[src/rtl/srsl_pkg.sv]
// ----------------------------------------------------------------------------
// srsl_pkg: shared types and constants of the sorted range-start lookup
// Holds the item and result layouts, the command format passed from the
// front to the back, and the state encoding of the search engine.
// ----------------------------------------------------------------------------
package srsl_pkg;

  localparam int unsigned SlotW  = 10;
  localparam int unsigned AddrW  = 32;
  localparam int unsigned CountW = 11;

  localparam logic [CountW-1:0] CountReset = 11'd1;

  localparam logic OpLoad   = 1'b0;
  localparam logic OpLookup = 1'b1;

  typedef struct packed {
    logic             opcode;
    logic [SlotW-1:0] entry_index;
    logic [AddrW-1:0] start_address;
    logic [AddrW-1:0] record_offset;
    logic [AddrW-1:0] lookup_address;
  } item_t;

  typedef struct packed {
    logic [SlotW-1:0] found_index;
    logic [AddrW-1:0] found_offset;
    logic [AddrW-1:0] found_start;
  } result_t;

  typedef enum logic [1:0] {
    CMD_WRITE  = 2'd0,
    CMD_SKIP   = 2'd1,
    CMD_SEARCH = 2'd2
  } cmd_op_e;

  // For a search, addr carries the key; for a write, the range start.
  typedef struct packed {
    cmd_op_e          op;
    logic [SlotW-1:0] slot;
    logic [AddrW-1:0] addr;
    logic [AddrW-1:0] offset;
  } cmd_t;

  typedef enum logic [1:0] {
    ST_IDLE  = 2'd0,
    ST_PROBE = 2'd1,
    ST_FETCH = 2'd2
  } back_state_e;

endpackage

[src/rtl/srsl_out_q.sv]
// ----------------------------------------------------------------------------
// srsl_out_q: result queue
// Two-entry queue that lets the search engine finish while the receiver
// holds off the previous result.
// ----------------------------------------------------------------------------
module srsl_out_q import srsl_pkg::*; (
  input  logic    clk_i,
  input  logic    rst_ni,
  input  result_t res_i,
  input  logic    push_i,
  output logic    full_o,
  output result_t res_o,
  output logic    empty_o,
  input  logic    pop_i
);

  result_t    slots_q [2];
  logic       wr_ptr_q;
  logic       rd_ptr_q;
  logic [1:0] cnt_q;
  logic       push_ok;
  logic       pop_ok;

  assign full_o  = (cnt_q == 2'd2);
  assign empty_o = (cnt_q == 2'd0);
  assign res_o   = slots_q[rd_ptr_q];
  assign push_ok = push_i && !full_o;
  assign pop_ok  = pop_i && !empty_o;

  always_ff @(posedge clk_i or negedge rst_ni) begin
    if (!rst_ni) begin
      wr_ptr_q <= 1'b0;
      rd_ptr_q <= 1'b0;
      cnt_q    <= 2'd0;
    end else begin
      if (push_ok) begin
        wr_ptr_q <= ~wr_ptr_q;
      end
      if (pop_ok) begin
        rd_ptr_q <= ~rd_ptr_q;
      end
      case ({push_ok, pop_ok})
        2'b10:   cnt_q <= cnt_q + 2'd1;
        2'b01:   cnt_q <= cnt_q - 2'd1;
        default: cnt_q <= cnt_q;
      endcase
    end
  end

  always_ff @(posedge clk_i) begin
    if (push_ok) begin
      slots_q[wr_ptr_q] <= res_i;
    end
  end

endmodule

[config.mk]
export PLATFORM = sky130hd
export DESIGN_NAME = srsl_out_q
export DESIGN_NICKNAME = d
export VERILOG_FILES = /design/src/rtl/srsl_pkg.sv /design/src/rtl/srsl_out_q.sv
export SDC_FILE = /design/constraint.sdc
export NUM_CORES = 1
export LEC_CHECK = 0
export ABC_CLOCK_PERIOD_IN_PS = 6080
export BUFFER_PORTS_ARGS = -buffer_cell sky130_fd_sc_hd__buf_2
export CAP_MARGIN = 20
export CORE_MARGIN = 5
export CORE_UTILIZATION = 30
export DETAILED_ROUTE_END_ITERATION = 16
export GPL_TIMING_DRIVEN = 0
export SLEW_MARGIN = 20
export SYNTH_ARGS = -nofsm -noshare
export SYNTH_HDL_FRONTEND = slang
export SYNTH_SLANG_ARGS = --single-unit
[constraint.sdc]
create_clock -name clk_i -period 6.08 [get_ports clk_i]
set_input_delay 0.912 -clock clk_i [delete_from_list [all_inputs] [get_ports clk_i]]
set_output_delay 0.912 -clock clk_i [all_outputs]
set_load 0.02 [all_outputs]
* Yosys cells after proc, flatten, opt, wreduce, memory -nomap -nowiden
Memories as Yosys holds them, arrays and structs flattened. Cells that the tools add are included.
Cells by class: bitwise logic cells 2, eq/ne operators 3, mux-type cells 3, reduce and logical (&&, ||, !) cells 6, add/sub/neg operators 2
Operator list (count):
- $eq A2 B2 Y1 const B | 2
- $pmux W2 S2 | 1
- $add A2 B1 Y2 const B | 1
- $eq A2 B1 Y1 const B | 1
- $logic_and A1 B1 Y1 | 2
- $logic_not A1 Y1 | 2
- $logic_not A2 Y1 | 1
- $mux W1 | 2
- $not A1 Y1 | 2
- $reduce_bool A2 Y1 | 1
- $sub A2 B1 Y2 const B | 1
Word-level totals: input port bits 78, memories 1, output and inout bits 76, RAM bits 148, bits in registers 4, logic and storage cells 20
Memory list:
- slots_q | words 2, width 74, rd ports 1, clocked after Yosys merged registers in 0, wr ports 1, RTL line srsl_out_q.sv:17 | result_t slots_q [2];

* Logic depth before layout (Yosys ltp)
depth after elaboration 5, depth in mapped cells 6, mapped depth without buffers 6

* Worst setup path after synthesis
No wires, ideal clock.
path type input-to-reg, from input port push_i, to memory slots_q[0][0] (netlist bit) (enable), slack 1.479 ns, setup time 0.507 ns, stages 2, data required time 5.573 ns, arrival time 4.094 ns, buffers on the path 0, path through nand2_1 > nor2_1
On the way: cells in the longest elaborated chain, start to end 3
RTL lines:
- from (decl) | RTL line srsl_out_q.sv:10 | input logic push_i,
- $logic_and A1 B1 Y1 | RTL line srsl_out_q.sv:27 | assign push_ok = push_i && !full_o;
- $mux W1 | RTL line srsl_out_q.sv:51 | if (push_ok) begin
- $mux W1 (not written as such) | RTL line srsl_out_q.sv:52 | slots_q[wr_ptr_q] <= res_i;
- to (decl) | RTL line srsl_out_q.sv:17
Every way passes these cells.

==> impl_metrics.env <==
export IMPL_status="completed"
export IMPL_diodes=0
export IMPL_path_common_cell="buf_6"
export IMPL_path_cells="buf_6 > buf_6 > mux2_4 > buf_2"
export IMPL_register_area_mm2=0.00454
export IMPL_crit_type="reg2out"
export IMPL_critPathTopFamily="buffers and inverters"
export IMPL_clock_fmax_mhz=387
export IMPL_ys_ff_latch=152
export IMPL_cp_start_kind="register"
export IMPL_synthDistinctLibCells=15
export IMPL_wl_um=11000
export IMPL_drive_above_1_share_pct=60.8
export IMPL_p_per_area_mw_per_mm2=522
export IMPL_cts_tree="yes"
export IMPL_std_cell_rows=50
export IMPL_end_kind="output port"
export IMPL_antenna_found_initial=0
export IMPL_post_route_min_period_ns=2.58
export IMPL_vdd_drop_max_v=0.000224
export IMPL_hold_violations=0
export IMPL_rsz0062_at_grt="false"
export IMPL_cp_num_buf_inv=3
export IMPL_ios=154
export IMPL_yosys_top_cells_area="edfxtp_1 77%, mux2_4 13%, mux2_2 4.7%"
export IMPL_syn_cell_area_mm2=0.00574
export IMPL_fillers=1725
export IMPL_finalPower_w=0.00391
export IMPL_clockBufferDepth=2
export IMPL_ctsRootBufferMaster="clkbuf_16"
export IMPL_hold_ws_ns=0.289
export IMPL_finalSetupViolations=0
export IMPL_ys_warn_count=0
export IMPL_place_congestion=0.708
export IMPL_areaGrowthSynthToFinish_pct=30.6
export IMPL_grt_max_degree=39
export IMPL_max_cap_violations=0
export IMPL_synth_top_area_share_pct=77.5
export IMPL_detailed_place_hpwl_um=7510
export IMPL_drt_first_pass_iters=4
export IMPL_clkTransAtPathRegs_ns=0.06
export IMPL_synthCells=248
export IMPL_fin_skew_ns=0.0132
export IMPL_cp_slowest_stage_delay_ns=0.37
export IMPL_grt_pass1_vias=3212
export IMPL_cts_resized=0
export IMPL_cts_hold_buf=0
export IMPL_finalCritPeriodShare_pct=42.5
export IMPL_numCtsBuffers=17
export IMPL_finalMaxSlewViolations=0
export IMPL_required_ns=5.17
export IMPL_post_cts_buffers=0
export IMPL_tns_ns=0
export IMPL_grtUsageTotal_pct=10.1
export IMPL_synth_nets=327
export IMPL_worst_pin_slew_ns=0.755
export IMPL_die_area_mm2=0.0220
export IMPL_power_internal_w=0.00271
export IMPL_clockPowerShare_pct=27.2
export IMPL_fin_nets=503
export IMPL_crit_fanout=10
export IMPL_swShare_pct=30.8
export IMPL_drt_iter0_drc=116
export IMPL_clk_latency_ns=0.42
export IMPL_start_util_pct=30.6
export IMPL_wire_per_inst_um=16.3
export IMPL_grt_overflow_total=0
export IMPL_final_util_pct=39.9
export IMPL_core_area_mm2=0.0188
export IMPL_worstPathArrival_ns=1.67
export IMPL_yosysSeqAreaShare_pct=79.2
export IMPL_power_share_sequential_pct=38.1
export IMPL_die_h_um=148
export IMPL_cts_sinks=152
export IMPL_leakagePower_nw=2.95
export IMPL_vias=2882
export IMPL_relSlewSlack_pct=49.5
export IMPL_ant_nets=0
export IMPL_routed_via_density=4.30
export IMPL_syn_area_per_cell_um2=23.1
export IMPL_power_frac_comb_pct=34.6
export IMPL_synth_top_cell_by_area="edfxtp_1"
export IMPL_power_switching_w=0.00121
export IMPL_multi_input_area_mm2=0.00112
export IMPL_grt_pass1_wl_um=16800
export IMPL_slowest_stage="dfrtp_1"
export IMPL_io_buffers=153
export IMPL_cts_htree_levels=4
export IMPL_worstHoldPathType="in2async"
export IMPL_drc=0
export IMPL_die_width_um=148
==> power by group through the flow <==
stage          Sequential, W  Clock, W  Combinational [W]
2_1_floorplan        0.00152         0           0.000954
3_3_place_gp         0.00154         0            0.00132
3_5_place_dp         0.00152         0            0.00139
4_1_cts              0.00150   0.00110            0.00140
5_1_grt              0.00151   0.00115            0.00145
6_report             0.00149   0.00107            0.00136
==> routing by layer <==
layer | part of all wire [%] | routed length, µm | vias up | GRT usage, %
li1 | - | - | 1339 | -
met1 | 42 | 4630 | 1420 | 11.5
met2 | 48 | 5260 | 108 | 16.6
met3 | 7.4 | 812 | 15 | 4.11
met4 | 2.2 | 239 | 0 | 4.71
met5 | 0 | 0 | - | 0
==> flip-flops by register name (all words and copies together), names as in the netlist <==
signal	count
slots_q	148
cnt_q	2
rd_ptr_q	1
wr_ptr_q	1
==> worst reg2reg max path, cell delays in order (launching register included) <==
cell and delay, ns:
dfrtp_1 0.41, nand2b_1 0.18, nand2_1 0.15, nor2_4 0.61, buf_12 0.27, buf_16 0.19
==> cell families after synthesis <==
family	count (synthesis)	synth area share [%]
DFF	152	79.2
muxes	74	17.8
buffers and inverters	9	1.42
and+or+nand+nor	7	0.589
xor gates and xnor gates	5	0.763
adders and majority gates	1	0.218
==> cell type report <==
type                       count  area share [%]
inverter                       1          0.0501
clock buffer                  19            5.78
clock inverter                12            2.10
tap                          234            3.91
timing repair buffer         157            11.5
multi-input combinational     87            15.0
buffer                         8            1.04
sequential                   152            60.6
==> cell usage in the layout, fill, tap and decap left out <==
cell and n:
buf_2 155, edfxtp_1 148, mux2_4 50, mux2_2 24
clkbuf_16 17, buf_6 6, clkinv_1 5, bufinv_16 4
dfrtp_1 4, xnor2_1 3, nor2_1 2, xor2_1 2
clkbuf_1 2, clkinv_2 2, buf_16 2, buf_12 2
nand2b_1 1, inv_1 1, nand2_1 1, nor2b_1 1
and3_4 1, nor2_4 1, ha_1 1, clkinv_4 1
==> Yosys cell counts <==
library cell,instances
xor2_1,2
nand2b_1,1
nand2_1,1
nor2_1,3
nor2b_1,1
xnor2_1,3
mux2_4,50
and3_1,1
mux2_2,24
edfxtp_1,148
inv_1,1
buf_6,6
buf_2,2
dfrtp_1,4
ha_1,1
==> through the flow <==
stage               std cells  instance area [µm²]  setup WS (ns)
CTS                       670                 7490           3.44
global placement          635                 6800         -0.461
finish                    670                 7490           3.50
floorplan                 248                 5740           1.48
global route              670                 7490           3.39
detailed placement        639                 6900           3.51
==> final timing paths <==
check / from / end / slack [ns] / cells after the start
worst min-delay path: rst_ni / rd_ptr_q / 0.29 / 1
max in group asynchronous: rst_ni / wr_ptr_q / 5.66 / 1
worst max-delay path: rd_ptr_q / res_o[47] / 3.50 / 4
min in group clk_i: cnt_q[1] / cnt_q[1] / 0.51 / 1
worst min register to register: cnt_q[1] / cnt_q[1] / 0.51 / 1
worst max register to register: cnt_q[0] / slots_q[0][19] / 3.96 / 5
No activity file was read; power rests on OpenSTA's default activity.
