File: config.mk
export PLATFORM = sky130hd
export DESIGN_NAME = srsl_front
export DESIGN_NICKNAME = d
export VERILOG_FILES = /design/src/rtl/srsl_pkg.sv /design/src/rtl/srsl_front.sv
export SDC_FILE = /design/constraint.sdc
export NUM_CORES = 1
export LEC_CHECK = 0
export ABC_AREA = 1
export BUFFER_PORTS_ARGS = -buffer_cell sky130_fd_sc_hd__clkbuf_2
export CAP_MARGIN = 20
export CELL_PAD_IN_SITES_DETAIL_PLACEMENT = 1
export CELL_PAD_IN_SITES_GLOBAL_PLACEMENT = 1
export CORE_MARGIN = 3
export CORE_UTILIZATION = 32
export CTS_CLUSTER_SIZE = 40
export DETAILED_ROUTE_END_ITERATION = 8
export GPL_ROUTABILITY_DRIVEN = 0
export GPL_TIMING_DRIVEN = 0
export HOLD_SLACK_MARGIN = 0.08
export PLACE_DENSITY = 0.74
export SLEW_MARGIN = 20
export SYNTH_ARGS = -nofsm -noshare
export SYNTH_HDL_FRONTEND = slang
export SYNTH_SLANG_ARGS = --single-unit
File: constraint.sdc
create_clock -name clk_i -period 8.8 [get_ports clk_i]
set_clock_uncertainty 0.2 [all_clocks]
set_input_delay 0.88 -clock clk_i [delete_from_list [all_inputs] [get_ports clk_i]]
set_output_delay 0.88 -clock clk_i [all_outputs]
set_load 0.01 [all_outputs]
File: src/rtl/srsl_pkg.sv
// ----------------------------------------------------------------------------
// srsl_pkg: shared types and constants of the sorted range-start lookup
// Holds the item and result layouts, the command format passed from the
// front to the back, and the state encoding of the search engine.
// ----------------------------------------------------------------------------
package srsl_pkg;

  localparam int unsigned SlotW  = 10;
  localparam int unsigned AddrW  = 32;
  localparam int unsigned CountW = 11;

  localparam logic [CountW-1:0] CountReset = 11'd1;

  localparam logic OpLoad   = 1'b0;
  localparam logic OpLookup = 1'b1;

  typedef struct packed {
    logic             opcode;
    logic [SlotW-1:0] entry_index;
    logic [AddrW-1:0] start_address;
    logic [AddrW-1:0] record_offset;
    logic [AddrW-1:0] lookup_address;
  } item_t;

  typedef struct packed {
    logic [SlotW-1:0] found_index;
    logic [AddrW-1:0] found_offset;
    logic [AddrW-1:0] found_start;
  } result_t;

  typedef enum logic [1:0] {
    CMD_WRITE  = 2'd0,
    CMD_SKIP   = 2'd1,
    CMD_SEARCH = 2'd2
  } cmd_op_e;

  // For a search, addr carries the key; for a write, the range start.
  typedef struct packed {
    cmd_op_e          op;
    logic [SlotW-1:0] slot;
    logic [AddrW-1:0] addr;
    logic [AddrW-1:0] offset;
  } cmd_t;

  typedef enum logic [1:0] {
    ST_IDLE  = 2'd0,
    ST_PROBE = 2'd1,
    ST_FETCH = 2'd2
  } back_state_e;

endpackage

File: src/rtl/srsl_front.sv
// ----------------------------------------------------------------------------
// srsl_front: item intake and classification
// Decodes each incoming item into a command and holds up to two commands
// for the search engine.
// ----------------------------------------------------------------------------
module srsl_front import srsl_pkg::*; #(
  parameter int unsigned TABLE_DEPTH = 1024
) (
  input  logic  clk_i,
  input  logic  rst_ni,
  input  item_t item_i,
  input  logic  push_i,
  output logic  full_o,
  output cmd_t  cmd_o,
  output logic  cmd_valid_o,
  input  logic  cmd_pop_i
);

  cmd_t       cmd_in;
  cmd_t       slots_q [2];
  logic       wr_ptr_q;
  logic       rd_ptr_q;
  logic [1:0] cnt_q;
  logic       push_ok;
  logic       pop_ok;

  // Loads aimed past the end of the table are kept in order but write nothing.
  always_comb begin
    cmd_in.slot   = item_i.entry_index;
    cmd_in.offset = item_i.record_offset;
    if (item_i.opcode == OpLookup) begin
      cmd_in.op   = CMD_SEARCH;
      cmd_in.addr = item_i.lookup_address;
    end else begin
      cmd_in.op   = (32'(item_i.entry_index) < 32'(TABLE_DEPTH)) ? CMD_WRITE : CMD_SKIP;
      cmd_in.addr = item_i.start_address;
    end
  end

  assign full_o      = (cnt_q == 2'd2);
  assign cmd_valid_o = (cnt_q != 2'd0);
  assign cmd_o       = slots_q[rd_ptr_q];
  assign push_ok     = push_i && !full_o;
  assign pop_ok      = cmd_pop_i && cmd_valid_o;

  always_ff @(posedge clk_i or negedge rst_ni) begin
    if (!rst_ni) begin
      wr_ptr_q <= 1'b0;
      rd_ptr_q <= 1'b0;
      cnt_q    <= 2'd0;
    end else begin
      if (push_ok) begin
        wr_ptr_q <= ~wr_ptr_q;
      end
      if (pop_ok) begin
        rd_ptr_q <= ~rd_ptr_q;
      end
      case ({push_ok, pop_ok})
        2'b10:   cnt_q <= cnt_q + 2'd1;
        2'b01:   cnt_q <= cnt_q - 2'd1;
        default: cnt_q <= cnt_q;
      endcase
    end
  end

  always_ff @(posedge clk_i) begin
    if (push_ok) begin
      slots_q[wr_ptr_q] <= cmd_in;
    end
  end

endmodule

Word level (Yosys, flattened, before mapping)

Memories as Yosys holds them, arrays and structs flattened.
Cells that the tools add are included.

Flip-flop bits (word level): 4
Bits in latches: 0
Memory bits (writable): 152
Bits in read-only memories: 0
Input bits: 111
Output and inout port bits: 78
Word-level logic and storage cells: 21
Memories kept: 1

$add $sub $neg: 2
$mul: 0
Divide/modulo/power cells: 0
Order comparisons: 0
Eq/ne operators: 3
Shift-type cells: 0
Muxes and demuxes: 5
Bitwise operators: 2
Reduce and logical (&&, ||, !) cells: 5

Memory list:

| memory  | words | width | rd ports | clocked after Yosys merged registers in | wr ports | RTL line         | RTL |
|---|---|---|---|---|---|---|---|
| slots_q | 2     | 76    | 1        | 0                                       | 1        | srsl_front.sv:20 | `cmd_t slots_q [2];` |

Operators with widths:

| kind                | number |
|---|---|
| $mux 32             | 1 |
| $eq 2x2->1 const B  | 2 |
| $pmux 2 s2          | 1 |
| $reduce_bool 2->1   | 2 |
| $add 2x1->2 const B | 1 |
| $eq 2x1->1 const B  | 1 |
| $logic_and 1x1->1   | 2 |
| $mux 1              | 2 |
| $mux 2              | 1 |
| $not 1->1           | 2 |
| $sub 2x1->2 const B | 1 |
| $logic_not 1->1     | 1 |

Longest topological paths before layout

Gate-level depths: netlist (run 1).

Depth after elaboration: 5
Gate-level depth with buffers: 10
Depth with buffers taken out: 10

Worst setup path before layout (run 1)

Ideal clock, no wire load.

Path type: input port to flip-flop
Start: input push_i
End: memory slots_q[1][0] (netlist bit), enable pin
Arrival: 4.154 ns
Required time: 8.091 ns
Setup slack: 3.937 ns
Stages: 2
Buffers on the path: 0
Cell sequence: o21ai_0 nor2_1

Longest elaborated chain between the ends: 3

Ends and longest elaborated chain:

| item                         | RTL line         | RTL |
|---|---|---|
| from (decl)                  | srsl_front.sv:12 | `input logic push_i,` |
| $logic_and 1x1->1            | srsl_front.sv:43 | `assign push_ok = push_i && !full_o;` |
| $mux 1                       | srsl_front.sv:67 | `if (push_ok) begin` |
| $mux 1 (not written as such) | srsl_front.sv:68 | `slots_q[wr_ptr_q] <= cmd_in;` |
| to (decl)                    | srsl_front.sv:20 |  |

No other way between the ends.

==> impl_metrics.toml, run 1 <==
[outcome]
run_status = "complete, no violations"

[route]
routedWlPerCell_um = 15.3
top_layer = "met5"
firstDrtPassIters = 4
wl_met1_um = 5990
wl_um = 15100
routed-via-count = 4423
antenna_left = 0
drt_iter0_markers = 153
dr_wl_met3_um = 1280
wl_met2_um = 7590
drc = 0
viasPerCell = 4.48

[grt]
grt_pass1_vias = 4512
overflow = 0
grt_pass1_wl_um = 22900
grt_start_max_net_pins = 52
grt_use_total_pct = 14.6
antenna_found_initial = 1

[finish]
antenna_cells = 0
nets = 852
final_cell_mix = "267 x nand2_1, 189 x clkbuf_2, 150 x edfxtp_1, 39 x inv_1, 33 x o21ai_0"
drive_gt1_share_pct = 32.8
n_fill_cell = 2097
final_common_cell = "nand2_1"
fin_util_pct = 43.1
fin_area_um2 = 8090
area_growth_pct = 31.6

[power]
p_sw_uw = 900
clkPwrFrac_pct = 27.9
ir_drop_mv = 0.135
p_per_area_nw_per_um2 = 328
p_sw_share_pct = 33.9
power.share.combinational_pct = 32.8
power_frac_seq_pct = 39.3
intPower_uw = 1760
leakage_uw = 0.00372

[synth]
ys_seq_area_share_pct = 74.9
yosys.area.top_type = "edfxtp_1"
syn_nets = 641
yosysUniqueCellTypes = 16
ys_ff_latch = 154
syn_area_um2 = 6150
synth_top_area_share_pct = 73.2
synth_area_leaders = "edfxtp_1 73%, nand2_1 16%, o21ai_0 2.7%, inv_1 2.4%, dfrtp_1 1.6%"
syn_avg_cell_area_um2 = 11.6
yosys_warnings = 0
synthCells = 529

[sta]
fin_crit_sh_pct = 30.6
tightest_slew_ns = 0.651
final.setup.worst_slack_ns = 6.10
fin_hold_ws_ns = 0.277
clock.fmax_ghz = 0.371
setup_viol = 0
rsz0062_at_grt = "no"
slew_viol_final = 0
period_minus_slack_ns = 2.70
finalHoldViolCount = 0
relSlewSlack_pct = 56.5
tns_ns = 0

[worst_setup_path]
endpoint_kind = "output pin"
required_ns = 7.72
cp_max_fo = 10
criticalPathCategory = "register to output pin"
startpoint_type = "register"
arrival_ns = 1.62

[clocking]
cts_buffers = 17
cts_root_buffer = "clkbuf_16"
clkTransAtPathRegs_ns = 0.06
clock_path_buffers = 2
cts_tree = "done"
cts_num_sinks = 154
h-tree-depth = 4
post_cts_buffers = 0
clock_latency_ns = 0.42

[floorplan]
rows = 50
die_h_um = 145
core_um2 = 18800
initial_core_util_pct = 32.8
dieWidth_um = 145
pin_count = 189
dieArea_um2 = 20900

[place]
postPlaceCellArea_um2 = 7480
dp_hpwl_um = 10900
dp_slack_ns = 6.10
portBuffers = 187

[job]
drv_cap = 0

[hold_path]
hold_path_class = "register to register"
metrics by stage:
stage	power [uW]	std cells
6_report	2660	987
5_1_grt	2850	987
4_1_cts	2720	987
3_5_place_dp	1960	954
3_3_place_gp	1920	950
2_1_floorplan	1550	529
registers in the layout, indices dropped and copies added, names as in the netlist:
name      count
slots_q     150
cnt_q         2
wr_ptr_q      1
rd_ptr_q      1
worst max-delay path, cell delays in order, from the launching register on:
cell	delay, ns
dfrtp_1	0.36
buf_4	0.15
inv_2	0.08
buf_6	0.17
buf_6	0.16
nand2_1	0.06
nand2_1	0.08
clkbuf_2	0.13
metal layers:
layer,vias to the layer above,track usage (%)
li1,2160,-
met5,-,0
met2,141,25.4
met4,2,5.30
met3,16,5.65
met1,2104,16.2
cell usage after synthesis:
master      n
nor2_1      2
edfxtp_1  150
dfrtp_1     4
nand3_1     3
o21ai_0    33
nand4_1     1
conb_1      1
xnor2_1     1
inv_1      40
ha_1        1
nand2_1   267
inv_2       1
buf_2      14
buf_4       3
clkbuf_2    2
buf_6       6
cell families after synthesis:
logic type	share of synthesized area, %
AND/OR/NAND/NOR	16.8
flip-flops	74.9
buffers and inverters	5.27
AO/OA/AOI/OAI	2.69
XOR/XNOR	0.142
adder cells (fa/ha/maj)	0.203
other	0.0610
power by group through the flow:
| stage | clock network, uW | logic [uW] | registers (uW) |
|---|---|---|---|
| after floorplan | 0 | 490 | 1060 |
| after global placement | 0 | 843 | 1080 |
| after detailed placement | 0 | 902 | 1060 |
| after CTS | 764 | 906 | 1040 |
| after global routing | 794 | 996 | 1060 |
| final | 742 | 872 | 1040 |
timing repair:
action	CTS	global route
hold buffers	1	0
endpoints found under the hold margin	4	0
resized for setup	0	0
cell type report:
class / count / area [um2] / share of cell area, %
Sequential cell: 154 / 4600 / 56.9
Multi-Input combinational cell: 309 / 1230 / 15.2
Timing Repair Buffer: 192 / 1040 / 12.9
Clock buffer: 17 / 425 / 5.26
Tap cell: 234 / 293 / 3.62
Clock inverter: 15 / 173 / 2.13
Buffer: 25 / 170 / 2.10
Inverter: 41 / 156 / 1.93
final timing paths:
path | startpoint | slack, ns | depth (start not counted) | endpoint
setup / recovery | rd_ptr_q | 6.10 | 7 | cmd_o[51]
hold / removal | cnt_q[1] | 0.28 | 2 | cnt_q[1]
setup reg to reg | cnt_q[1] | 6.60 | 5 | slots_q[1][53]
hold reg to reg | cnt_q[1] | 0.28 | 2 | cnt_q[1]
max in group asynchronous | rst_ni | 7.62 | 2 | rd_ptr_q
min in group asynchronous | rst_ni | 0.64 | 2 | cnt_q[1]
No activity file was read; power rests on OpenSTA's default activity.
==> run 2: changes to the inputs <==
PLACE_DENSITY = 0.76   (was 0.74)
clock period = 2.2 ns   (was 8.8 ns; I/O delays follow)
==> impl_metrics.toml, run 2 (same netlist as run 1, synthesis figures left out) <==
[route]
wl_um = 17600
routedWlPerCell_um = 16.0
viasPerCell = 4.52
drc = 0
antenna_left = 0
firstDrtPassIters = 4
routed-via-count = 4969
drt_iter0_markers = 174

[hold_path]
hold_path_class = "register to register"
holdPathStages = 2

[worst_setup_path]
cp_max_fo = 12
arrival_ns = 2.06
required_ns = 2.16
critPathMaxStageDelay_ns = 0.58
startpoint_type = "primary input"
criticalPathCategory = "primary input to register"
slowest_stage = "dlygate4sd3_1"
endpoint_kind = "register"
cpMostUsedCell = "dlygate4sd3_1"
crit_chain = "dlygate4sd3_1 > buf_2 > clkbuf_2 > o21ai_0 > dlygate4sd3_1"
reg2regPathDepth = 4

[sta]
period_minus_slack_ns = 2.10
fin_crit_sh_pct = 95.6
tightest_slew_ns = 0.583
setup_viol = 0
finalHoldViolCount = 0
clock.fmax_ghz = 0.475
rsz0062_at_grt = "no"
tns_ns = 0
relSlewSlack_pct = 60.9
slew_viol_final = 0

[power]
clkPwrFrac_pct = 25.7
p_sw_share_pct = 34.4
power_uw = 10800
intPower_uw = 7080
power.share.combinational_pct = 35.5
leakage_uw = 0.00417
p_sw_uw = 3710
p_per_area_nw_per_um2 = 1170
ir_drop_mv = 0.544
power_frac_seq_pct = 38.7

[finish]
top_regs = "slots_q (150), cnt_q (2)"
largest_reg_flops = 150
drive_gt1_share_pct = 29.0
n_fill_cell = 2041
final_cell_mix = "267 x nand2_1, 188 x clkbuf_2, 150 x edfxtp_1, 111 x dlygate4sd3_1, 39 x inv_1"
largest-register = "slots_q"
antenna_cells = 0
fin_util_pct = 49.0
nets = 966
area_growth_pct = 49.6
final_common_cell = "nand2_1"

[grt]
grt_pass1_vias = 5306
grt_pass1_wl_um = 27000
overflow = 0
grt_use_total_pct = 17.0
antenna_found_initial = 0
grt_start_max_net_pins = 30

[clocking]
clock_latency_ns = 0.41
cts_num_sinks = 154
clkTransAtPathRegs_ns = 0.06
cts_buffers = 17
cts_tree = "done"
cts_root_buffer = "clkbuf_16"
h-tree-depth = 4
clock_path_buffers = 2

[outcome]
run_status = "complete, no violations"

[job]
drv_cap = 0

[floorplan]
dieArea_um2 = 20900
pin_count = 189
dieWidth_um = 145
rows = 50
die_h_um = 145
initial_core_util_pct = 32.8
core_um2 = 18800

[place]
dp_hpwl_um = 11000
portBuffers = 187
[run 2: final timing paths]
path | slack [ns] | endpoint | startpoint
hold reg to reg | 0.27 | cnt_q[1] | cnt_q[1]
setup reg to reg | 0.27 | slots_q[0][7] | cnt_q[0]
max in group asynchronous | 1.06 | cnt_q[0] | rst_ni
hold / removal | 0.27 | cnt_q[1] | cnt_q[1]
setup / recovery | 0.1 | slots_q[1][41] | item_i[106]
min in group asynchronous | 0.55 | rd_ptr_q | rst_ni
[run 2: routing by layer]
metal | vias up | track usage [%] | wire length [um]
met5 | - | 0 | 0
met4 | 0 | 4.27 | 216
met3 | 18 | 5.59 | 1180
met2 | 152 | 30.6 | 9100
met1 | 2416 | 19.6 | 7120
li1 | 2383 | - | -
[run 2: timing repair]
| action | CTS | global route |
|---|---|---|
| hold buffers | 111 | 0 |
| endpoints found under the hold margin | 157 | 0 |
| buffers inserted | 0 | 3 |
| endpoints found under the setup margin | 27 | 93 |
| cloned | 1 | 0 |
| pin swaps | 0 | 1 |
| gates resized for setup | 0 | 1 |
[run 2: power by group through the flow]
| stage | clock [uW] | combinational [uW] | sequential [uW] |
|---|---|---|---|
| after detailed placement | 0 | 3660 | 4240 |
| final | 2780 | 3830 | 4180 |
| after global placement | 0 | 3420 | 4260 |
| after global routing | 3000 | 4310 | 4230 |
| after floorplan | 0 | 1980 | 4220 |
| after CTS | 2840 | 3870 | 4180 |
[run 2: worst max-delay path, delay by kind of cell]
family                 cells  cell delay (ns)
AOI/OAI and AO/OA          1             0.12
buffers and inverters      4             1.72
[run 2: layout make-up]
class                      instances  area [um2]  share of cell area (%)
tap                              234         293                    3.18
inverter                          41         158                    1.71
timing repair buffer             306        2180                    23.7
multi-input combinational        309        1240                    13.4
clock buffer                      17         425                    4.62
sequential                       154        4600                    50.0
clock inverter                    13         129                    1.40
timing repair inverter             1        5.00                  0.0544
buffer                            24         165                    1.80
[run 2: through the flow]
step | area, um2 | instances | worst slack [ns] | hold WS, ns
floorplan | 6170 | 529 | -0.188 | -0.276
global placement | 7400 | 950 | -0.942 | -0.158
detailed placement | 7510 | 955 | -0.0194 | -0.163
CTS | 9180 | 1097 | 0.0377 | 0.276
global route | 9200 | 1099 | 0.0102 | 0.320
finish | 9200 | 1099 | 0.0964 | 0.273
